[config.mk]
export PLATFORM = sky130hd
export DESIGN_NAME = srfc_parser
export DESIGN_NICKNAME = d
export VERILOG_FILES = /design/src/hdl/srfc_pkg.sv /design/src/hdl/srfc_parser.sv
export VERILOG_INCLUDE_DIRS = /design/src /design/src/hdl
export SDC_FILE = /design/constraint.sdc
export NUM_CORES = 1
export LEC_CHECK = 0
export BUFFER_PORTS_ARGS = -buffer_cell sky130_fd_sc_hd__clkbuf_2
export CAP_MARGIN = 20
export CORE_ASPECT_RATIO = 2
export CORE_MARGIN = 5
export CORE_UTILIZATION = 25
export CTS_CLUSTER_SIZE = 16
export DETAILED_ROUTE_END_ITERATION = 12
export GPL_TIMING_DRIVEN = 0
export PLACE_DENSITY_LB_ADDON = 0.3
export SYNTH_ARGS = -nofsm -noshare
export SYNTH_HDL_FRONTEND = slang
export SYNTH_SLANG_ARGS = --single-unit
[constraint.sdc]
create_clock -name aclk -period 2.35 [get_ports aclk]
set_input_delay 0.1175 -clock aclk [delete_from_list [all_inputs] [get_ports aclk]]
set_output_delay 0.1175 -clock aclk [all_outputs]
set_load 0.02 [all_outputs]
[src/hdl/servo_reply_frame_checker_assert.svh]
// Assertion macros shared by the servo reply frame checker RTL.
// Each macro expands to one labeled concurrent assertion that reports through $error.
`ifndef SERVO_REPLY_FRAME_CHECKER_ASSERT_SVH
`define SERVO_REPLY_FRAME_CHECKER_ASSERT_SVH

// The consequent must hold in the same cycle as the antecedent.
`define SRFC_ASSERT_IMP(name, clk, rst_n, ante, cons) \
    name: assert property (@(posedge clk) disable iff (!rst_n) (ante) |-> (cons)) \
        else $error("srfc assertion failed");

// The consequent must hold in the cycle after the antecedent.
`define SRFC_ASSERT_NXT(name, clk, rst_n, ante, cons) \
    name: assert property (@(posedge clk) disable iff (!rst_n) (ante) |=> (cons)) \
        else $error("srfc assertion failed");

// The expression must hold at every clock edge outside reset.
`define SRFC_ASSERT_ALW(name, clk, rst_n, expr) \
    name: assert property (@(posedge clk) disable iff (!rst_n) (expr)) \
        else $error("srfc assertion failed");

`endif

[src/hdl/srfc_pkg.sv]
// Types and constants of the servo reply frame checker.
// Has no dependencies; used by every module of the block.
`default_nettype none

package srfc_pkg;

    localparam logic [3:0] HUNT_LIMIT     = 4'd10;
    localparam logic [1:0] MAX_DATA_BYTES = 2'd2;
    localparam logic [7:0] SYNC_BYTE      = 8'hFF;
    localparam logic [7:0] BROADCAST_ID   = 8'hFE;

    typedef enum logic [1:0] {
        ACT_START   = 2'd0,
        ACT_BYTE    = 2'd1,
        ACT_TIMEOUT = 2'd2
    } action_t;

    typedef enum logic [1:0] {
        PH_IDLE = 2'd0,
        PH_HUNT = 2'd1,
        PH_BODY = 2'd2
    } phase_t;

    typedef enum logic [2:0] {
        ERR_OK       = 3'd0,
        ERR_NO_REPLY = 3'd1,
        ERR_CHECKSUM = 3'd2,
        ERR_ID       = 3'd3,
        ERR_LENGTH   = 3'd4
    } err_t;

    typedef struct packed {
        action_t    action;
        logic [7:0] rx_byte;
        logic [7:0] expected_id;
        logic [1:0] data_length;
    } item_t;

    typedef struct packed {
        err_t        error_code;
        logic [7:0]  servo_status;
        logic [15:0] data_value;
    } result_t;

endpackage

`default_nettype wire

[src/hdl/srfc_parser.sv]
// Frame parser of the servo reply frame checker: header hunt, body capture and checks.
// Depends on srfc_pkg and servo_reply_frame_checker_assert.svh.
`default_nettype none
`include "servo_reply_frame_checker_assert.svh"

module srfc_parser (
    input  wire logic            aclk,
    input  wire logic            aresetn,
    input  wire logic            item_valid,
    input  wire srfc_pkg::item_t item,
    input  wire logic            out_free,
    output logic                 item_take,
    output logic                 res_load,
    output srfc_pkg::result_t    res
);

    srfc_pkg::phase_t phase_reg, phase_next;
    logic [7:0]  previous_byte_reg, previous_byte_next;
    logic [3:0]  hunt_count_reg, hunt_count_next;
    logic [2:0]  body_index_reg, body_index_next;
    logic [7:0]  want_id_reg, want_id_next;
    logic [1:0]  want_length_reg, want_length_next;
    logic [7:0]  got_id_reg, got_id_next;
    logic [7:0]  got_length_reg, got_length_next;
    logic [7:0]  got_status_reg, got_status_next;
    logic [15:0] data_word_reg, data_word_next;
    logic [7:0]  running_sum_reg, running_sum_next;

    logic            fire;
    logic            header_hit;
    logic            hunt_over;
    logic [2:0]      body_end;
    logic            body_last;
    logic            id_bad;
    logic            len_bad;
    logic            sum_bad;
    logic [1:0]      start_length;
    srfc_pkg::err_t  finish_code;

    assign fire      = item_valid && out_free;
    assign item_take = fire;

    assign header_hit = (previous_byte_reg == srfc_pkg::SYNC_BYTE)
                     && (item.rx_byte == srfc_pkg::SYNC_BYTE);
    assign hunt_over  = hunt_count_reg >= srfc_pkg::HUNT_LIMIT;
    assign body_end   = {1'b0, want_length_reg} + 3'd3;
    assign body_last  = body_index_reg == body_end;
    assign id_bad     = (got_id_reg != want_id_reg) && (want_id_reg != srfc_pkg::BROADCAST_ID);
    assign len_bad    = got_length_reg != ({6'd0, want_length_reg} + 8'd2);
    assign sum_bad    = (~running_sum_reg) != item.rx_byte;
    assign start_length = (item.data_length > srfc_pkg::MAX_DATA_BYTES)
                        ? srfc_pkg::MAX_DATA_BYTES : item.data_length;

    always_comb begin
        priority if (id_bad) begin
            finish_code = srfc_pkg::ERR_ID;
        end else if (len_bad) begin
            finish_code = srfc_pkg::ERR_LENGTH;
        end else if (sum_bad) begin
            finish_code = srfc_pkg::ERR_CHECKSUM;
        end else begin
            finish_code = srfc_pkg::ERR_OK;
        end
    end

    // Next-state logic.
    always_comb begin
        phase_next         = phase_reg;
        previous_byte_next = previous_byte_reg;
        hunt_count_next    = hunt_count_reg;
        body_index_next    = body_index_reg;
        want_id_next       = want_id_reg;
        want_length_next   = want_length_reg;
        got_id_next        = got_id_reg;
        got_length_next    = got_length_reg;
        got_status_next    = got_status_reg;
        data_word_next     = data_word_reg;
        running_sum_next   = running_sum_reg;
        if (fire) begin
            unique case (item.action)
                srfc_pkg::ACT_START: begin
                    phase_next         = srfc_pkg::PH_HUNT;
                    want_id_next       = item.expected_id;
                    want_length_next   = start_length;
                    previous_byte_next = 8'd0;
                    hunt_count_next    = 4'd0;
                    body_index_next    = 3'd0;
                    got_id_next        = 8'd0;
                    got_length_next    = 8'd0;
                    got_status_next    = 8'd0;
                    data_word_next     = 16'd0;
                    running_sum_next   = 8'd0;
                end
                srfc_pkg::ACT_TIMEOUT: begin
                    phase_next = srfc_pkg::PH_IDLE;
                end
                srfc_pkg::ACT_BYTE: begin
                    unique case (phase_reg)
                        srfc_pkg::PH_HUNT: begin
                            if (header_hit) begin
                                phase_next       = srfc_pkg::PH_BODY;
                                body_index_next  = 3'd0;
                                running_sum_next = 8'd0;
                                data_word_next   = 16'd0;
                            end else begin
                                previous_byte_next = item.rx_byte;
                                if (hunt_over) begin
                                    phase_next = srfc_pkg::PH_IDLE;
                                end else begin
                                    hunt_count_next = hunt_count_reg + 4'd1;
                                end
                            end
                        end
                        srfc_pkg::PH_BODY: begin
                            if (body_last) begin
                                phase_next = srfc_pkg::PH_IDLE;
                            end else begin
                                unique case (body_index_reg)
                                    3'd0: got_id_next = item.rx_byte;
                                    3'd1: got_length_next = item.rx_byte;
                                    3'd2: got_status_next = item.rx_byte;
                                    3'd3: data_word_next = {data_word_reg[15:8], item.rx_byte};
                                    default: data_word_next = {item.rx_byte, data_word_reg[7:0]};
                                endcase
                                running_sum_next = running_sum_reg + item.rx_byte;
                                body_index_next  = body_index_reg + 3'd1;
                            end
                        end
                        default: begin
                        end
                    endcase
                end
                default: begin
                end
            endcase
        end
    end

    // Result logic.
    always_comb begin
        res_load         = 1'b0;
        res.error_code   = srfc_pkg::ERR_OK;
        res.servo_status = 8'd0;
        res.data_value   = 16'd0;
        if (fire) begin
            unique case (item.action)
                srfc_pkg::ACT_TIMEOUT: begin
                    if (phase_reg != srfc_pkg::PH_IDLE) begin
                        res_load       = 1'b1;
                        res.error_code = srfc_pkg::ERR_NO_REPLY;
                    end
                end
                srfc_pkg::ACT_BYTE: begin
                    if ((phase_reg == srfc_pkg::PH_HUNT) && !header_hit && hunt_over) begin
                        res_load       = 1'b1;
                        res.error_code = srfc_pkg::ERR_NO_REPLY;
                    end else if ((phase_reg == srfc_pkg::PH_BODY) && body_last) begin
                        res_load       = 1'b1;
                        res.error_code = finish_code;
                        if (finish_code == srfc_pkg::ERR_OK) begin
                            res.servo_status = got_status_reg;
                            res.data_value   = (want_length_reg == 2'd0) ? 16'd0 : data_word_reg;
                        end
                    end
                end
                default: begin
                end
            endcase
        end
    end

    always_ff @(posedge aclk) begin
        if (!aresetn) begin
            phase_reg         <= srfc_pkg::PH_IDLE;
            previous_byte_reg <= 8'd0;
            hunt_count_reg    <= 4'd0;
            body_index_reg    <= 3'd0;
            want_id_reg       <= 8'd0;
            want_length_reg   <= 2'd0;
            got_id_reg        <= 8'd0;
            got_length_reg    <= 8'd0;
            got_status_reg    <= 8'd0;
            data_word_reg     <= 16'd0;
            running_sum_reg   <= 8'd0;
        end else begin
            phase_reg         <= phase_next;
            previous_byte_reg <= previous_byte_next;
            hunt_count_reg    <= hunt_count_next;
            body_index_reg    <= body_index_next;
            want_id_reg       <= want_id_next;
            want_length_reg   <= want_length_next;
            got_id_reg        <= got_id_next;
            got_length_reg    <= got_length_next;
            got_status_reg    <= got_status_next;
            data_word_reg     <= data_word_next;
            running_sum_reg   <= running_sum_next;
        end
    end

    `SRFC_ASSERT_NXT(a_idle_after_result, aclk, aresetn, res_load, phase_reg == srfc_pkg::PH_IDLE)
    `SRFC_ASSERT_ALW(a_hunt_bound, aclk, aresetn, hunt_count_reg <= srfc_pkg::HUNT_LIMIT)
    `SRFC_ASSERT_IMP(a_body_bound, aclk, aresetn, phase_reg == srfc_pkg::PH_BODY, body_index_reg <= body_end)
    `SRFC_ASSERT_IMP(a_error_clears, aclk, aresetn, res_load && (res.error_code != srfc_pkg::ERR_OK), (res.servo_status == 8'd0) && (res.data_value == 16'd0))

endmodule

`default_nettype wire

==> results_dict.tcl <==
set metrics [dict create \
    wl_per_cell_um 16.67 \
    crit_type "reg2out" \
    skew_ns 0.008300 \
    p_int_w 0.002105 \
    route.detailed.drc 0 \
    netlist_area_um2 4384 \
    critPathSlowestCell "or3b_4" \
    drtAntennaViolNets 0 \
    cp_max_fo 6 \
    grt-ovfl-total 0 \
    async_reset_ff_share_pct 0 \
    relSlewSlack_pct 44.77 \
    root_buffer "clkbuf_16" \
    final-seq-area_um2 1514 \
    cp_top_family "simple AND/OR/NAND/NOR gates" \
    post-place-ws_ns -0.4671 \
    routed_wl_um 13450 \
    hp-class "in2reg" \
    syn2layout_area_growth_pct 38.84 \
    antenna_found_initial 0 \
    antenna_cells 0 \
    crit_buf_inv 2 \
    dp.cells 759 \
    worst_slew_pin_slew_ns 0.8235 \
    max_freq_mhz 363.2 \
    synth_flop_cell "dfxtp_1" \
    netlist-cell-type-count 59 \
    grt_max_degree 17 \
    drtIter0Drc 141 \
    gp_congestion 0.8618 \
    num_io_pins 53 \
    critical_path.startpoint "running_sum_reg[3]" \
    netSwitchingFraction_pct 26.85 \
    routed-via-count 4035 \
    grt_pass1_wl_um 21790 \
    pwr-share-seq_pct 44.6 \
    synth_seq_area_share_pct 34.25 \
    synth_seq_cells 75 \
    die_area_um2 20450 \
    die_width_um 103.6 \
    largest_reg_flops 16 \
    synth-edff-count 0 \
    final_cells 807 \
    synth_cells 498 \
    switchingPower_w 0.0007728 \
    crit_arrival_ns 2.64 \
    place.port_buffers 51 \
    nFillCells 1742 \
    r2r_start "want_length_reg[1]" \
    drv_cap 0 \
    crit_chain "ha_4 > nand4_1 > nor2_1 > nand4_1 > or3b_4 > buf_12 > nor4b_4 > clkbuf_8" \
    htreeDepth 3 \
    clock_latency_ns 0.34 \
    cts_buffer_depth 2 \
    cts_tree "built" \
    first_pass_iters 4 \
    finalSetupViolCount 25 \
    max_stage_delay_ns 0.53 \
    finalWorstSetupSlack_ns -0.4032 \
    required_ns 2.23 \
    post-route-period-util_pct 117.2 \
    peakVddDrop_mv 0.3056 \
    status "complete, but fails checks" \
    p_leak_nw 2.692 \
    path_clk_slew_ns 0.06 \
    multi_input_area_um2 3009 \
    numCtsBuffers 9 \
    post-route-min-period_ns 2.753 \
    layout.nets 639 \
    critPathLaunchType "register" \
    viasPerCell 5.000 \
    grt_pass1_vias 4184 \
    layout_common_cells "nand2_1, dfxtp_1, mux2i_1" \
    clock-sinks 75 \
    dpl.hpwl_um 10310 \
    finalMaxSlewViolations 0 \
    initial_core_util_pct 25.38 \
    setup_tns_ns -7.131 \
    core_area_um2 17270 \
    min_from "item[1]" \
    syn_avg_cell_area_um2 8.804 \
    power.density_nw_per_um2 472.8 \
    synth.net_count 545 \
    cpMostUsedCell "nand4_1" \
    yosysWarningCount 0 \
    drive_above_1_share_pct 28.48 \
    die_h_um 197.3 \
    hold_violations 0 \
    end_kind "output port" \
    rows 68 \
    violations "negative setup slack" \
    grt_usage_pct 13.26 \
    layout_commonest_cell "nand2_1" \
    power_frac_clock_pct 46.8 \
    comb_power_share_pct 8.7 \
    rsz0062_at_grt "yes" \
]
timing repair:
| action | CTS | global route |
|---|---|---|
| pin swaps | 8 | 16 |
| hold buffers | 1 | 0 |
| resized for setup | 66 | 65 |
| setup endpoints to repair | 55 | 60 |
| hold endpoints to repair | 1 | 0 |
| setup buffers | 12 | 21 |
| gates cloned | 1 | 1 |
kinds of logic (layout without fill, tap and decap cells):
group | Yosys count | after routing | synth area share (%)
fa+ha+maj | 23 | 23 | 6.735
xor+xnor | 16 | 16 | 3.196
compound gates | 73 | 73 | 11.36
flops | 75 | 75 | 34.25
simple gates | 205 | 205 | 27.20
mux | 52 | 52 | 11.90
buf+inv | 54 | 153 | 5.365
cell type report:
cell class	instances	share of cell area, %
buffer	25	2.795
clock buffer	9	3.700
clock inverter	7	1.069
inverter	26	1.644
multi-input combinational	369	49.43
sequential	75	24.87
tap	210	4.317
timing repair buffer	86	12.17
path summary, 6_finish.rpt:
| check | endpoint | cells past startpoint | slack [ns] |
|---|---|---|---|
| worst max-delay path | res[4] | 8 | -0.40 |
| worst min-delay path | want_length_reg[1] | 3 | 0.0005 |
| worst max register to register | got_status_reg[4] | 10 | 0.12 |
| worst min register to register | got_status_reg[6] | 2 | 0.46 |
cells in the mapped netlist, types with 4 or more instances:
cell      number  area, um^2
nand2_1       96       360.4
dfxtp_1       75        1501
mux2i_1       51       510.5
a21oi_1       29       145.1
inv_1         24       90.09
ha_1          22       275.3
nand4_1       16       100.1
clkbuf_1      14       52.55
nor3_1        14       70.07
xor2_1        13       113.9
nand3_1       12       60.06
nor4b_2       10       150.1
nor2_1         9       33.78
buf_2          8       40.04
o21ai_1        8       40.04
o21ai_0        7       35.03
nor2b_1        6       37.54
or4_1          6       45.04
and3_1         5       31.28
nor4_1         5       31.28
nor4b_1        5       43.79
nand4b_1       4       35.03
nor3b_1        4       30.03
o211ai_1       4       30.03
tightest hold or removal path, cell delays in order:
cell and delay [ns]:
clkbuf_2 0.09, nand2_1 0.05, a21oi_1 0.05
layer usage:
metal	global-route usage (%)	wire length, um
met1	13.71	5088
met2	24.67	7181
met3	2.552	581
met4	7.397	602
met5	0	0
power by group through the flow:
| stage | Clock [W] | Combinational, W | Sequential [W] |
|---|---|---|---|
| after detailed placement | 0 | 0.000217 | 0.00131 |
| after CTS | 0.00138 | 0.000232 | 0.00128 |
| final | 0.00135 | 0.000249 | 0.00128 |
| after floorplan | 0 | 0.000133 | 0.00131 |
| after global placement | 0 | 0.000215 | 0.00131 |
| after global routing | 0.00144 | 0.000273 | 0.00128 |
metrics by stage:
stage | util [%] | cell area, um^2 | total power, W | hold WS, ns
4_1_cts | 33.08 | 5714 | 0.002897 | 0.0009871
3_5_place_dp | 29.04 | 5015 | 0.001530 | 0.3599
2_1_floorplan | - | 4497 | 0.001444 | 0.2535
3_3_place_gp | 29.04 | 5015 | 0.001528 | 0.3545
5_1_grt | 35.24 | 6087 | 0.002998 | 0.01929
6_report | 35.24 | 6087 | 0.002878 | 0.0004805
No activity file was read; power rests on OpenSTA's default activity.
